**config.mk**
```make
export PLATFORM = sky130hd
export DESIGN_NAME = msa_rle_track_compressor
export DESIGN_NICKNAME = d
export VERILOG_FILES = /design/src/rtl/msarle_pkg.sv /design/src/rtl/msarle_front.sv /design/src/rtl/msarle_fifo.sv /design/src/rtl/msarle_back.sv /design/src/rtl/msa_rle_track_compressor.sv
export SDC_FILE = /design/constraint.sdc
export NUM_CORES = 1
export LEC_CHECK = 0
export ABC_AREA = 1
export BUFFER_PORTS_ARGS = -buffer_cell sky130_fd_sc_hd__buf_2
export CORE_MARGIN = 10
export CORE_UTILIZATION = 50
export DETAILED_ROUTE_END_ITERATION = 16
export GPL_ROUTABILITY_DRIVEN = 0
export MAX_ROUTING_LAYER = met4
export PLACE_DENSITY = 0.67
export SLEW_MARGIN = 0
export SYNTH_ARGS = -nofsm -noshare
export SYNTH_HDL_FRONTEND = slang
export SYNTH_SLANG_ARGS = --single-unit
```
**constraint.sdc**
```tcl
create_clock -name clk -period 10.35 [get_ports clk]
set_clock_uncertainty 0.1 [all_clocks]
set_input_delay 1.035 -clock clk [delete_from_list [all_inputs] [get_ports clk]]
set_output_delay 1.035 -clock clk [all_outputs]
set_load 0.01 [all_outputs]
```
**src/rtl/msarle_pkg.sv**
```systemverilog
// Shared types and constants for the MSA run-length track compressor.
// No dependencies; imported by every module of the block.
package msarle_pkg;

  localparam int LEN_W         = 16;
  localparam int BYTE_W        = 8;
  localparam int FIFO_DEPTH    = 4;
  localparam int FIFO_AW       = $clog2(FIFO_DEPTH);
  localparam int FIFO_CW       = $clog2(FIFO_DEPTH + 1);

  localparam logic [BYTE_W-1:0] ESC_BYTE      = 8'hE5;
  localparam logic [LEN_W-1:0]  MIN_TOKEN_RUN = 16'd4;
  localparam logic [LEN_W-1:0]  MAX_RUN       = 16'hFFFF;
  localparam logic [LEN_W-1:0]  LIMIT_RESET   = 16'hFFFF;

  // One closed run handed from the run tracker to the emitter
  typedef struct packed {
    logic [BYTE_W-1:0] value;
    logic [LEN_W-1:0]  len;
    logic              eot;   // run ends the track
  } job_t;

  typedef enum logic {
    BK_BYTES,
    BK_ERROR
  } bk_state_t;

endpackage

```
**src/rtl/msarle_front.sv**
```systemverilog
// Run tracker: accepts track bytes, keeps the open run and emits closed runs.
// Depends on msarle_pkg.
module msarle_front (
  input  logic                        clk,
  input  logic                        rst,
  input  logic                        s_tvalid,
  output logic                        s_tready,
  input  logic [msarle_pkg::BYTE_W-1:0] s_tdata,   // [7:0] data_byte
  input  logic                        s_tlast,     // end_of_track
  output logic                        job_valid,
  input  logic                        job_ready,
  output msarle_pkg::job_t            job
);
  import msarle_pkg::*;

  logic [BYTE_W-1:0] run_value;
  logic [LEN_W-1:0]  run_length;
  logic              pend_valid;
  job_t              pend_job;

  logic              accept;
  logic              flush_old;
  logic              need_first;
  logic [LEN_W-1:0]  new_len;
  job_t              old_job;
  job_t              eot_job;

  // Classify the incoming byte against the open run
  always_comb begin
    flush_old  = (run_length != '0) &&
                 ((s_tdata != run_value) || (run_length >= MAX_RUN));
    new_len    = (flush_old || (run_length == '0)) ? LEN_W'(1) : run_length + LEN_W'(1);
    old_job    = '{value: run_value, len: run_length, eot: 1'b0};
    eot_job    = '{value: s_tdata, len: new_len, eot: 1'b1};
    need_first = flush_old || s_tlast;
    s_tready   = !pend_valid && job_ready;
    accept     = s_tvalid && s_tready;
    if (pend_valid) begin
      job_valid = 1'b1;
      job       = pend_job;
    end else begin
      job_valid = accept && need_first;
      job       = flush_old ? old_job : eot_job;
    end
  end

  // Run state and the held second run of a two-flush item
  always_ff @(posedge clk) begin
    if (rst) begin
      run_value  <= '0;
      run_length <= '0;
      pend_valid <= 1'b0;
    end else begin
      if (pend_valid && job_ready) begin
        pend_valid <= 1'b0;
      end
      if (accept) begin
        run_value  <= s_tdata;
        run_length <= s_tlast ? '0 : new_len;
        if (flush_old && s_tlast) begin
          pend_valid <= 1'b1;
        end
      end
    end
  end

  always_ff @(posedge clk) begin
    if (accept && flush_old && s_tlast) begin
      pend_job <= eot_job;
    end
  end

endmodule

```
**src/rtl/msarle_fifo.sv**
```systemverilog
// Short queue of closed runs between the run tracker and the emitter.
// Depends on msarle_pkg.
module msarle_fifo (
  input  logic             clk,
  input  logic             rst,
  input  logic             in_valid,
  output logic             in_ready,
  input  msarle_pkg::job_t in_job,
  output logic             out_valid,
  input  logic             out_ready,
  output msarle_pkg::job_t out_job
);
  import msarle_pkg::*;

  job_t                entries [FIFO_DEPTH];
  logic [FIFO_AW-1:0]  wr_ptr;
  logic [FIFO_AW-1:0]  rd_ptr;
  logic [FIFO_CW-1:0]  count;
  logic                push;
  logic                pop;

  assign in_ready  = (count != FIFO_CW'(FIFO_DEPTH));
  assign out_valid = (count != '0);
  assign out_job   = entries[rd_ptr];
  assign push      = in_valid && in_ready;
  assign pop       = out_valid && out_ready;

  // Pointers and fill count
  always_ff @(posedge clk) begin
    if (rst) begin
      wr_ptr <= '0;
      rd_ptr <= '0;
      count  <= '0;
    end else begin
      if (push) wr_ptr <= wr_ptr + FIFO_AW'(1);
      if (pop)  rd_ptr <= rd_ptr + FIFO_AW'(1);
      if (push && !pop) begin
        count <= count + FIFO_CW'(1);
      end else if (pop && !push) begin
        count <= count - FIFO_CW'(1);
      end
    end
  end

  // Entry storage
  always_ff @(posedge clk) begin
    if (push) begin
      entries[wr_ptr] <= in_job;
    end
  end

endmodule

```
**src/rtl/msarle_back.sv**
```systemverilog
// Emitter: turns closed runs into literals or escape tokens, checks the limit.
// Depends on msarle_pkg.
module msarle_back (
  input  logic                        clk,
  input  logic                        rst,
  input  logic                        cfg_valid,
  output logic                        cfg_ready,
  input  logic [msarle_pkg::LEN_W-1:0] cfg_data,
  input  logic                        job_valid,
  output logic                        job_pop,
  input  msarle_pkg::job_t            job,
  output logic                        m_tvalid,
  input  logic                        m_tready,
  output logic [23:0]                 m_tdata,    // [7:0] out_byte, [23:8] total_length
  output logic                        m_tlast,    // last_of_track
  output logic                        m_tuser     // overflow
);
  import msarle_pkg::*;

  bk_state_t          state, state_next;
  logic [1:0]         idx, idx_next;
  logic [LEN_W-1:0]   bytes_out, bytes_out_next;
  logic               error_seen, error_seen_next;
  logic [LEN_W-1:0]   output_limit;

  logic               out_free;
  logic               tok;
  logic               fits4;
  logic               fits1;
  logic [LEN_W-1:0]   bytes_inc;
  logic [BYTE_W-1:0]  tok_byte;
  logic               job_done;
  logic               err_new;
  logic               emit;
  logic [BYTE_W-1:0]  emit_byte;
  logic               emit_last;
  logic               emit_ovf;
  logic [LEN_W-1:0]   emit_total;

  assign cfg_ready = 1'b1;

  // Limit register
  always_ff @(posedge clk) begin
    if (rst) begin
      output_limit <= LIMIT_RESET;
    end else if (cfg_valid) begin
      output_limit <= cfg_data;
    end
  end

  // Per-run sequencing, one output byte per cycle while the output register is free
  always_comb begin
    state_next      = state;
    idx_next        = idx;
    bytes_out_next  = bytes_out;
    error_seen_next = error_seen;
    job_pop         = 1'b0;
    job_done        = 1'b0;
    err_new         = error_seen;
    emit            = 1'b0;
    emit_byte       = '0;
    emit_last       = 1'b0;
    emit_ovf        = 1'b0;
    emit_total      = bytes_out;

    out_free  = !m_tvalid || m_tready;
    tok       = (job.len >= MIN_TOKEN_RUN) || (job.value == ESC_BYTE);
    fits4     = ({1'b0, bytes_out} + 17'd4) <= {1'b0, output_limit};
    fits1     = ({1'b0, bytes_out} + 17'd1) <= {1'b0, output_limit};
    bytes_inc = bytes_out + LEN_W'(1);

    case (idx)
      2'd0:    tok_byte = ESC_BYTE;
      2'd1:    tok_byte = job.value;
      2'd2:    tok_byte = job.len[15:8];
      default: tok_byte = job.len[7:0];
    endcase

    unique case (state)
      BK_BYTES: begin
        if (job_valid && out_free) begin
          if (error_seen) begin
            job_done = 1'b1;
          end else if (tok) begin
            if ((idx == 2'd0) && !fits4) begin
              err_new  = 1'b1;
              job_done = 1'b1;
            end else begin
              emit      = 1'b1;
              emit_byte = tok_byte;
              job_done  = (idx == 2'd3);
            end
          end else begin
            if (!fits1) begin
              err_new  = 1'b1;
              job_done = 1'b1;
            end else begin
              emit      = 1'b1;
              emit_byte = job.value;
              job_done  = ((idx + 2'd1) == job.len[1:0]);
            end
          end
          if (emit) begin
            bytes_out_next = bytes_inc;
            emit_total     = bytes_inc;
            emit_last      = job.eot && job_done;
          end
          error_seen_next = err_new;
          idx_next        = job_done ? 2'd0 : idx + 2'd1;
          if (job_done) begin
            job_pop = 1'b1;
            if (job.eot) begin
              if (err_new) begin
                state_next = BK_ERROR;
              end else begin
                bytes_out_next  = '0;
                error_seen_next = 1'b0;
              end
            end
          end
        end
      end
      BK_ERROR: begin
        // Error end result closes the track
        if (out_free) begin
          emit            = 1'b1;
          emit_last       = 1'b1;
          emit_ovf        = 1'b1;
          emit_total      = bytes_out;
          bytes_out_next  = '0;
          error_seen_next = 1'b0;
          state_next      = BK_BYTES;
        end
      end
      default: state_next = BK_BYTES;
    endcase
  end

  // Sequencer state
  always_ff @(posedge clk) begin
    if (rst) begin
      state      <= BK_BYTES;
      idx        <= '0;
      bytes_out  <= '0;
      error_seen <= 1'b0;
    end else begin
      state      <= state_next;
      idx        <= idx_next;
      bytes_out  <= bytes_out_next;
      error_seen <= error_seen_next;
    end
  end

  // Output register
  always_ff @(posedge clk) begin
    if (rst) begin
      m_tvalid <= 1'b0;
    end else if (emit) begin
      m_tvalid <= 1'b1;
    end else if (m_tready) begin
      m_tvalid <= 1'b0;
    end
  end

  always_ff @(posedge clk) begin
    if (emit) begin
      m_tdata <= {emit_total, emit_byte};
      m_tlast <= emit_last;
      m_tuser <= emit_ovf;
    end
  end

endmodule

```
**src/rtl/msa_rle_track_compressor.sv**
```systemverilog
// MSA run-length track compressor, top level.
// Depends on msarle_pkg, msarle_front, msarle_fifo, msarle_back.
//
// Usage:
//   s_* stream: one uncompressed track byte per transaction, tlast marks the
//   final byte of a track. m_* stream: one compressed byte per transaction;
//   tdata carries the byte and the running track length, tlast marks the end
//   of the track and tuser flags the overflow end result (byte then invalid).
//   cfg_*: writes the per-track output byte limit (reset 65535); write it only
//   while the block is idle.
// Flow:
//   A byte that extends the open run yields nothing. A run close yields up to
//   four bytes, one per cycle from the emitter while the receiver accepts;
//   an end-of-track byte that closes two runs queues both, the second held
//   in the run tracker. The first byte of a run passes through the run queue
//   and the output register before it appears on m_tvalid. A four-entry run
//   queue decouples intake from the emitter.
// Reset (synchronous, rst high) empties the queue, drops the output register
// and clears the open run. A stalled receiver holds the output register; the
// queue fills and then s_tready drops.
module msa_rle_track_compressor (
  input  logic        clk,
  input  logic        rst,
  input  logic        s_tvalid,
  output logic        s_tready,
  input  logic [7:0]  s_tdata,    // [7:0] data_byte
  input  logic        s_tlast,    // end_of_track
  output logic        m_tvalid,
  input  logic        m_tready,
  output logic [23:0] m_tdata,    // [7:0] out_byte, [23:8] total_length
  output logic        m_tlast,    // last_of_track
  output logic        m_tuser,    // overflow
  input  logic        cfg_valid,
  output logic        cfg_ready,
  input  logic [15:0] cfg_data    // output_limit
);
  import msarle_pkg::*;

  logic  fr_valid;
  logic  fr_ready;
  job_t  fr_job;
  logic  q_valid;
  logic  q_pop;
  job_t  q_job;

  msarle_front u_front (
    .clk       (clk),
    .rst       (rst),
    .s_tvalid  (s_tvalid),
    .s_tready  (s_tready),
    .s_tdata   (s_tdata),
    .s_tlast   (s_tlast),
    .job_valid (fr_valid),
    .job_ready (fr_ready),
    .job       (fr_job)
  );

  msarle_fifo u_fifo (
    .clk       (clk),
    .rst       (rst),
    .in_valid  (fr_valid),
    .in_ready  (fr_ready),
    .in_job    (fr_job),
    .out_valid (q_valid),
    .out_ready (q_pop),
    .out_job   (q_job)
  );

  msarle_back u_back (
    .clk       (clk),
    .rst       (rst),
    .cfg_valid (cfg_valid),
    .cfg_ready (cfg_ready),
    .cfg_data  (cfg_data),
    .job_valid (q_valid),
    .job_pop   (q_pop),
    .job       (q_job),
    .m_tvalid  (m_tvalid),
    .m_tready  (m_tready),
    .m_tdata   (m_tdata),
    .m_tlast   (m_tlast),
    .m_tuser   (m_tuser)
  );

endmodule
```
* Yosys cells after proc, flatten, opt, wreduce, memory -nomap -nowiden *
Memories as Yosys holds them, arrays and structs flattened. A register that Yosys moved wholly into a read port is not among the register bits.
Cells that the tools add are included.

word-level totals
  register bits = 119
  memory bits (writable) = 100
  logic and storage cells = 145
  memories kept = 1

cells by class
  $add $sub $neg = 9
  $lt $le $gt $ge = 4
  equal/unequal tests = 9
  multiplexer cells = 68
  bitwise logic cells = 2
  reduce and logical (&&, ||, !) cells = 34

memories
  name            depth  width  rd ports  clocked after Yosys merged registers in  wr ports  line               text
  u_fifo.entries  4      25     1         1                                        1         msarle_fifo.sv:15  job_t entries [FIFO_DEPTH];

operators with widths
  operator                                                                              number
  16-bit 2-to-1 mux                                                                     9
  16-bit one-hot mux with 2 select lines                                                2
  25-bit 2-to-1 mux                                                                     2
  1-bit 2-to-1 mux                                                                      42
  17-bit by 16-bit less-or-equal comparator with 1-bit output                           2
  16-bit by 1-bit adder with 16-bit output, second input constant                       2
  8-bit 2-to-1 mux                                                                      3
  8-bit one-hot mux with 3 select lines                                                 1
  16-bit by 1-bit adder with 17-bit output, second input constant                       1
  16-bit by 3-bit adder with 17-bit output, second input constant                       1
  16-bit greater-or-equal comparator, second input constant                             1
  16-bit by 3-bit greater-or-equal comparator with 1-bit output, second input constant  1
  16-bit zero test                                                                      1
  16-bit nonzero test                                                                   1
  1-bit logical AND                                                                     15
  8-bit == test, second input constant                                                  1
  8-bit inequality test                                                                 1
  1-bit one-hot mux with 2 select lines                                                 4
  2-bit by 1-bit adder with 2-bit output, second input constant                         3
  2-bit 2-to-1 mux                                                                      3
  3-bit 2-to-1 mux                                                                      2
  1-bit zero test                                                                       5
  1-bit logical OR                                                                      5
  2-bit == test, second input constant                                                  2
  13 further kinds                                                                      16

* Logic depth before layout (Yosys ltp) *
Gate-level depths: netlist (run 1).

  word-level depth = 16
  mapped depth = 27
  depth with buffers taken out = 27

* Modules after synthesis *
Synthesis (run 1) repeated with hierarchy kept, for this count alone.

unflattened totals
  cell total of the unflattened synthesis = 1,344
  area, all modules = 11,716.2 um2

by module, submodules not included
  module        instances  cells an instance  area each (um2)
  msarle_back   1          589                4,434.3
  msarle_fifo   1          310                4,209.0
  msarle_front  1          445                3,072.9

* Worst setup path before layout (run 1) *
OpenSTA, ideal clock, no wires.

  path kind = flip-flop to flip-flop
  from = reg u_back.bytes_out[2]
  to = reg u_fifo.count[2]
  arrival = 3,698 ps
  required time = 10,128 ps
  setup slack = 6,430 ps
  stages on the path, launching flop included = 27
  path buffers = 0
  clock period less this slack = 3,920 ps
  cells stage by stage = dfxtp_1 -> inv_1 -> nor3_1 -> inv_1 -> nor2_1 -> nand4_1 -> nor2_1 -> xor2_1 -> ha_1 -> nand2_1 -> a21oi_1 -> o21bai_1 -> nand2_1 -> nand2_1 -> nand3_1 -> nand2_2 -> nand3_1 -> nand2_1 -> nand2_1 -> nand2_1 -> ha_1 -> inv_1 -> fa_1 -> a21oi_1 -> o21ai_0 -> o21ai_0 -> a21oi_1

between the ends
  word-level cells in the longest chain between the ends = 16

ends and longest elaborated chain
  what                                                         line                text
  from (decl)                                                  msarle_back.sv:22   logic [LEN_W-1:0] bytes_out, bytes_out_next;
  from (signal assigned)                                       msarle_back.sv:149  bytes_out <= bytes_out_next;
  16-bit by 3-bit adder with 17-bit output                     msarle_back.sv:68   fits4 = ({1'b0, bytes_out} + 17'd4) <= {1'b0, output_limit};
  17-bit by 16-bit less-or-equal comparator with 1-bit output  msarle_back.sv:68
  1-bit zero test                                              msarle_back.sv:85   if ((idx == 2'd0) && !fits4) begin
  1-bit logical AND                                            msarle_back.sv:85
  1-bit 2-to-1 mux                                             msarle_back.sv:85
  1-bit 2-to-1 mux *                                           msarle_back.sv:84   end else if (tok) begin
  1-bit 2-to-1 mux *                                           msarle_back.sv:82   if (error_seen) begin
  1-bit 2-to-1 mux *                                           msarle_back.sv:81   if (job_valid && out_free) begin
  1-bit 2-to-1 mux *                                           msarle_back.sv:79   unique case (state)
  1-bit 2-to-1 mux *                                           msarle_back.sv:110  if (job_done) begin
  1-bit 2-to-1 mux *                                           msarle_back.sv:81
  1-bit 2-to-1 mux *                                           msarle_back.sv:79
  1-bit logical AND *                                          msarle_fifo.sv:26   assign pop = out_valid && out_ready;
  1-bit zero test                                              msarle_fifo.sv:37   if (push && !pop) begin
  1-bit logical AND                                            msarle_fifo.sv:37
  3-bit 2-to-1 mux or 2-bit nonzero test (tied branches)       --
  to (signal assigned)                                         msarle_fifo.sv:38   count <= count + FIFO_CW'(1);
  to (signal assigned)                                         msarle_fifo.sv:40   count <= count - FIFO_CW'(1);
  to (decl)                                                    msarle_fifo.sv:18   logic [FIFO_CW-1:0] count;

Mark *: on every way between the ends. The rest lies on a longest branch, timed or not. The select of a mux whose other input is x is not followed.
A chain may end at the register's enable or synchronous reset.

* Worst setup path after layout (run 1) *
Ends and elaborated chain as after synthesis.

==> results list, run 1 <==
- The flow ran to the end, and the final reports show no timing, DRC or antenna violations.
- Max-cap violations in this run came to 0.
- In the global route stage, overall resource usage came out at 0.1838.
- In the final routed layout, each cell accounts on average for roughly 16 um.
* Final critical-path required period: around 4.7 ns
- Of the available clock period, the critical path in the final layout requires 0.4500.
- In this run the static leakage power is around 0.005 uW.
- No sink is reached through more buffers than the 3 on the longest clock path.
- Number of enable flip-flop cells after synthesis: 150
- Sequential fraction of the synthesis area: 0.5301
- Entering global routing, the biggest net connects 65 pins.
- In this run the standard cell core region covers 21,890 sq um.
* Vias in the first global route: about 8,200
- Library cell occupying the most area in the post-synthesis netlist: edfxtp_1
- GRT Max-Usage Layer: met2
- Clk root buf: clkbuf_16
- Overall die area: roughly 29,000 sq um
- Critical Path Sink Type: register
* Count of final max-slew check failures: 0
- Total of warnings raised by yosys: 0
* Via count: about 8,600
- Clock-pin slew was measured on the worst setup and hold paths at ~0.060 ns.
- The completed layout was analyzed and its total power is ~2400 uW.
- Worst-path fanout max: 10
- Synthesis produced roughly 1,300 cells.
- In the final layout, the share of cells above drive strength 1 is 0.09459.
* Synthesis-to-layout area growth: 11.26%
* Leading cell types by total area after synthesis: edfxtp_1 40%, nand2_1 13%, dfxtp_1 13%
- In the global route stage, met1 resource usage came out at 0.2422.
* Initial standard-cell utilization of the core: 0.5107
- Routed Wire Length: 26,060 um
- For the worst setup path, the data required time is around 11 ns.
- For met2 alone, demand over resource in global routing was 0.2831.
* Count of TritonRoute iterations in the first routing pass: 5
- The critical path is of the reg -> reg type.
- Setup fix buffers added after clock tree synthesis: 0
- In this run the core area contains 54 standard-cell rows.
- Top cell types by occurrence after synthesis: 388 x nand2_1, 150 x edfxtp_1, 109 x inv_1
* Worst Hold Class: reg -> reg
* Power density normalized to cell area: about 190 nW/um^2
- In this run the number of H-tree levels came out at 1.
- Number of buffer cells added on primary ports: 57
- Most used standard cell by instance count after synthesis: nand2_1
- Max_slew headroom: 0.1274
* Synth Cell Area: roughly 11,000 sq um
- Leftover overflow at the end of global routing: 0
* Top-area cell type share of the netlist area: 0.4029
- TritonCTS built the clock tree.
- Before CTS, the worst setup slack after placement is around 5.7 ns.
- The worst path meets setup with about 5.7 ns of slack.
- During I/O placement, the number of pins put on the boundary was 59.
- After detailed routing, the number of remaining DRC violations is 0.
- Number of sinks handled by clock tree synthesis: between 200 and 250
* Synthesized netlist net count: 1,350
- Number of gates resized after CTS: 0
- The repair_antennas step left the layout with diodes totalling 0.
- In this run the vertical extent of the chip is roughly 170 um.
- Transition time at the pin with the least slew margin: ~1.3 ns
* Distinct cell type count of the synthesized netlist: 48
* Sum of negative setup slack: 0 ns
* Count of routing violations after the opening detailed-route iteration: 831
- In this run the horizontal extent of the chip is about 170 um.
- For this design, the CTS-stage hold fixing added 0 buffers.
- For this run, the leading register cell type out of synthesis is edfxtp_1.
* HPWL reported at the end of detailed placement: between 15,000 and 20,000 um
- For the worst setup path, the data arrival time is ~5 ns.
- Cts bufs inserted: 24
* Share of async-settable or async-resettable flops after synthesis: 0
- At the end of the flow, the number of nets in the layout was 1,391.
- The synthesized design contains about 220 register bits.
- VDD sags by at most slightly above 200 uV.
- Setup repair after global routing left no endpoint under its margin.
- The count of nets left with antenna violations once routing finished came out at 0.
- Element type at the critical path start: register
- Avg Cell Area, Syn: about 8.8 sq um
- Upper clock frequency limit: around 210 MHz
* Global-route wire length before repair: approximately 42,000 um
- Clock latency of the later-clocked register in the worst-skew pair: 0.54 ns
- The number of hold-slack violations in the final timing report came to 0.
* Met3 Track Usage GR: 0.02733
* Final-report setup violation count: 0
* Initial antenna violation count: 0
- Routed via count divided by cell count: 5.326
-- logic make-up after synthesis --
logic type      count (synthesis)  synth area share
compound gates                190           0.09166
xor+xnor                       41           0.03212
fa+ha+maj                      46           0.05215
buf+inv                       165           0.06547
flops                         221            0.5301
other cells                     1         0.0003354
simple gates                  610            0.2282
-- layout make-up --
class | count | area, sq um
timing repair buffer | 65 | 345.3
fill | 1976 | 9453
clock inverter | 10 | 155.1
sequential | 221 | 5926
multi-input combinational | 888 | 4547
clock buffer | 33 | 674.4
tap | 280 | 350.3
inverter | 115 | 440.4
-- registers in the layout (all words and copies together) (netlist names), 2 cells and up, named ones only --
register,count
u_fifo.entries,100
u_back.m_tdata,24
u_front.pend_job,24
u_back.bytes_out,16
u_back.output_limit,16
u_front.run_length,16
u_front.run_value,8
u_fifo.count,3
u_back.idx,2
u_fifo.rd_ptr,2
u_fifo.wr_ptr,2
-- report_power, final --
| part | switching [uW] | leakage [uW] | internal, uW | total, uW |
|---|---|---|---|---|
| Combinational | 290 | 0.00266 | 121 | 411 |
| Clock | 346 | 0.000402 | 533 | 879 |
| Sequential | 32.2 | 0.00201 | 1050 | 1080 |
| Total | 669 | 0.00507 | 1700 | 2370 |
-- critical path, stage by stage, from the launching register on --
cell	delay, ns
dfxtp_1	0.41
inv_1	0.11
nor3_1	0.39
inv_1	0.12
nor2_1	0.29
nand4_1	0.21
nor2_1	0.17
xor2_1	0.11
ha_1	0.29
nand2_1	0.06
nor2_1	0.10
nand4_1	0.09
nor2_1	0.17
nand3_1	0.13
nand2_2	0.21
nand3_1	0.10
nand2_1	0.15
nand2_1	0.11
nand2_1	0.15
ha_1	0.19
inv_1	0.06
fa_1	0.38
a21oi_1	0.14
o21ai_0	0.10
o21ai_0	0.15
a21oi_1	0.05
-- layout by cell type, fill, tap and decap left out, types with 3 or more instances in the layout --
cell | synthesis | layout
clkbuf_16 | 0 | 24
nor3_1 | 7 | 7
dfxtp_1 | 71 | 71
inv_1 | 109 | 109
o221ai_1 | 3 | 3
xor2_1 | 32 | 32
nor2_4 | 1 | 4
clkbuf_1 | 21 | 5
a21o_1 | 3 | 3
clkinv_2 | 1 | 4
nand2_2 | 6 | 6
xnor2_1 | 9 | 9
o21ai_1 | 7 | 7
o22ai_1 | 3 | 3
nand4_1 | 15 | 15
edfxtp_1 | 150 | 150
nand3_1 | 97 | 97
nand2_1 | 388 | 388
ha_1 | 45 | 45
clkbuf_8 | 0 | 4
nand2_4 | 3 | 3
nor2_1 | 82 | 78
o211ai_1 | 10 | 10
buf_2 | 11 | 57
buf_4 | 9 | 8
a21oi_1 | 90 | 90
o21ai_0 | 65 | 65
o21bai_1 | 3 | 3
bufinv_16 | 0 | 3
-- through the flow --
step           instances  hold WS (ns)  cell area (sq um)  utilization
2_1_floorplan       1274        0.3436              11180            -
3_3_place_gp        1569        0.3533              11610       0.5303
3_5_place_dp        1569        0.3564              11610       0.5303
4_1_cts             1612        0.3662              12440       0.5682
5_1_grt             1612        0.3907              12440       0.5682
6_report            1612        0.3635              12440       0.5682
-- final timing paths --
| check | slack, ns | cells past startpoint | start | end |
|---|---|---|---|---|
| max | 5.69 | 25 | u_back.bytes_out[2] | u_fifo.count[2] |
| min | 0.36 | 2 | u_back.state | u_back.state |
| max reg2reg | 5.69 | 25 | u_back.bytes_out[2] | u_fifo.count[2] |
| min reg2reg | 0.36 | 2 | u_back.state | u_back.state |
-- routing by layer --
layer	vias to the layer above	wire [um]
li1	4322	-
met1	3982	11990
met2	231	11970
met3	50	1397
met4	0	706
met5	-	0
Power figures use the tool's default switching activity.
==> run 2: changes to the inputs <==
- PLACE_DENSITY: 0.67 -> 0.7
- clock period: 10.35 -> 3.9 ns (I/O delays scaled with it)
==> results list, run 2 (synthesis results as in run 1) <==
- The standby leakage power came to 0.005473 uW (+7.9%).
- The die boundary height was 169.5 um (unchanged).
* Final critical-path share of the clock period: 0.9594 (+0.5093)
- Clk root buf: clkbuf_16
- The hold-critical path depth was 4 (+2).
- The maximum VDD drop was 418.8 uV (+100%).
- The highest clock frequency the design can meet is 267.3 MHz (+24%).
- The worst hold slack across all endpoints was 0.03505 ns (-0.3284 ns).
- The maximum level of the CTS H-tree was 1 (unchanged).
- DRC: 0 (unchanged)
- The largest registers in the layout are u_fifo.entries: 100 flops, u_back.m_tdata: 24 flops, u_front.pend_job: 24 flops.
* Initial standard-cell utilization of the core: 0.5107 (unchanged)
* HPWL reported at the end of detailed placement: 18,250 um (+0.48%)
- The aggregate global routing overflow is 0 (unchanged).
- The data arrival time of the worst path is 4.08 ns (-0.90 ns).
* Count of routing violations after the opening detailed-route iteration: 597 (-28%)
- Flip-flop count of the largest register, all copies and words added: 100 (unchanged)
- Outcome: finished clean
* Most frequent cells in the layout: 382 x nand2_1, 150 x edfxtp_1, 103 x inv_1
- Worst Hold Class: in -> reg
* Count of pins on the block boundary: 59 (unchanged)
* Endpoint of the worst hold path: u_back.state
- Max-cap violation count: 0 (unchanged)
- The count of antenna diodes in the layout is 0 (unchanged).
- Cell with the biggest individual delay on the critical path: dfxtp_4
- The number of antenna violations at the first check in global routing was 0 (unchanged).
- The number of setup violations in the final report is 0 (unchanged).
* Final critical-path required period: 3.741 ns (-0.9165 ns)
- The count of clock tree sinks is 221 (unchanged).
- The worst-case clock buffer depth was 3 (unchanged).
* Synthesis-to-layout area growth: 18.09%
- STA classifies the critical path startpoint as a register.
- Global-route wire length before repair: 42,400 um (+0.46%)
* Transition time at the pin with the least slew margin: 0.6396 ns (-0.6645 ns)
- RR Endpoint: u_fifo.count[2]
* Worst-path fanout max: 4 (-6)
- The buffer and inverter count on the worst path was 4 (+1).
* Power density normalized to cell area: 498.9 nW/um^2 (+160%)
- Most flops, register: u_fifo.entries
- Max_slew headroom: 0.5731 (+0.4457)
- The overall track demand over capacity in global routing is 0.1832 (-0.0006119).
- Count of endpoints failing hold in the final timing report: 0 (unchanged)
- The reg-to-reg setup timing slack was 0.16 ns (-5.53 ns).
* Routed Wire Length: 26,380 um (+1.2%)
- The count of nets after finishing came to 1,463 (+5.2%).
- The final number of max-transition violations is 0 (unchanged).
* Clock tree from TritonCTS: built
* Length in cells of the worst reg-to-reg path: 23 (-8.0%)
* Reg-to-Reg Start: u_back.bytes_out[3]
- The largest net degree at the start of global routing was 51 (-22%).
* Clock latency of the later-clocked register in the worst-skew pair: 0.55 ns (about the same)
* Share of cells above drive strength 1: 0.1486 (+0.05405)
- The number of detailed-routing iterations run before antenna repair is 5 (unchanged).
- Start-to-end type of the worst setup path: reg -> reg
- Required time reported for the critical path endpoint: 4.24 ns (-6.43 ns)
- The remaining antenna violation count after routing was 0 (unchanged).
- Vias in the first global route: 8,339 (+1.3%)
- The number of port buffers is 57 (unchanged).
- The core footprint came to 21,890 sq um (unchanged).
- Top cell by count, worst path: nand2_2
* Fin util: 0.6031 (+0.03487)
* Average detailed-routed wire length per instance: 15.64 um (-3.2%)
- The clock transition time at the flip-flop clock pins of the worst setup and hold paths is 0.06 ns (about the same).
* Critical Path Sink Type: register
* Routed via count divided by cell count: 5.256 (-1.3%)
* Critical hold path startpoint: m_tready
* Die Wd: 169.5 um (unchanged)
* Cells along the critical path: inv_4 > nor3_4 > inv_2 > buf_4 > nor4_2 > nand2_1 > xor2_1 > ha_1 > nand4_1 > nor2_2 > nand3_1 > nand2_2 > nand3_1 > nand2_2 > nand2_2 > nand2_2 > ha_2 > inv_2 > fa_2 > a21oi_2 > o21ai_2 > o21ai_1 > a21oi_1
- Via count: 8,862 (+3.2%)
- Broken down by cell family, the worst path's largest delay share belongs to simple AND/OR/NAND/NOR gates.
* Most common cell after layout, fill and taps aside: nand2_1
* Row Count: 54 (unchanged)
* Maximum single-stage delay on the critical path: 0.38 ns (-0.03 ns)
- Overall die area: 28,740 sq um (unchanged)
- Cts bufs inserted: 25 (+4.2%)
run 2: changes by cell type in the layout (fill, tap and decap cells not counted), moves of 5 or more:
cell           before  now
nor2_2              2    7
inv_2               2    7
inv_1             109  103
dlygate4sd3_1       0   24
nand2_1           388  382
buf_4               8   55
nand2_2             6   12
run 2: worst register-to-register path, delay by kind of cell (launching register included):
kind / cells / cell delay [ns]
and+or+nand+nor: 11 / 1.42
DFF: 1 / 0.38
xor gates and xnor gates: 1 / 0.18
buffers and inverters: 4 / 0.29
adders and majority gates: 3 / 0.86
AOI/OAI and AO/OA: 4 / 0.39
run 2: power by group:
| part | leakage [uW] | internal (uW) | switching, uW | total (uW) |
|---|---|---|---|---|
| Combinational | 0.00303 | 390 | 794 | 1180 |
| Clock | 0.000431 | 1560 | 988 | 2550 |
| Sequential | 0.00201 | 2770 | 81.3 | 2850 |
| Total | 0.00547 | 4720 | 1860 | 6590 |
run 2: layout make-up:
type                            instances  area, sq um
Clock inverter                         17        244.0
Timing Repair Buffer                  136        938.4
Inverter                              115        442.9
Sequential cell                       221         5934
Fill cell                            1879         8690
Multi-Input combinational cell        888         4631
Clock buffer                           29        660.6
Tap cell                              280        350.3
run 2: what timing repair did:
| item | CTS | global route |
|---|---|---|
| endpoints found under the hold margin | 24 | 0 |
| pin swaps | 0 | 18 |
| gates resized for setup | 3 | 37 |
| setup buffers | 0 | 3 |
| setup endpoints to repair | 1 | 4 |
| hold buffers | 24 | 0 |
run 2: per-layer routing:
metal  vias up  track usage  share of wire
met5         -            -              0
met4         0      0.04615          0.020
met3        40      0.03335          0.063
met2       254       0.2934           0.47
met1      4093       0.2361           0.44
li1       4475            -              -
run 2: worst max path at each step:
stage | startpoint | endpoint | slack [ns] | cells after the start
6_report | u_back.bytes_out[3] | u_fifo.count[2] | 0.16 | 23
5_1_grt | u_back.bytes_out[3] | u_fifo.count[2] | -0.07 | 25
4_1_cts | u_back.bytes_out[3] | u_fifo.count[2] | 0.005 | 25
3_5_place_dp | u_back.bytes_out[3] | u_fifo.count[2] | -0.06 | 26
3_3_place_gp | u_back.bytes_out[2] | u_fifo.count[2] | 0.009 | 26
2_1_floorplan | u_back.bytes_out[2] | u_fifo.count[2] | 0.06 | 26
run 2: through the flow:
stage                     total power (uW)   TNS, ns  instances  setup WS (ns)  cell area [sq um]
after floorplan                       3620         0       1274        0.06223              11180
after global placement                4033         0       1613       0.009135              11930
after detailed placement              4051  -0.06298       1613       -0.06298              11930
after CTS                             6614         0       1683       0.005359              13090
after global routing                  6872  -0.06512       1686       -0.06512              13200
final                                 6586         0       1686         0.1585              13200
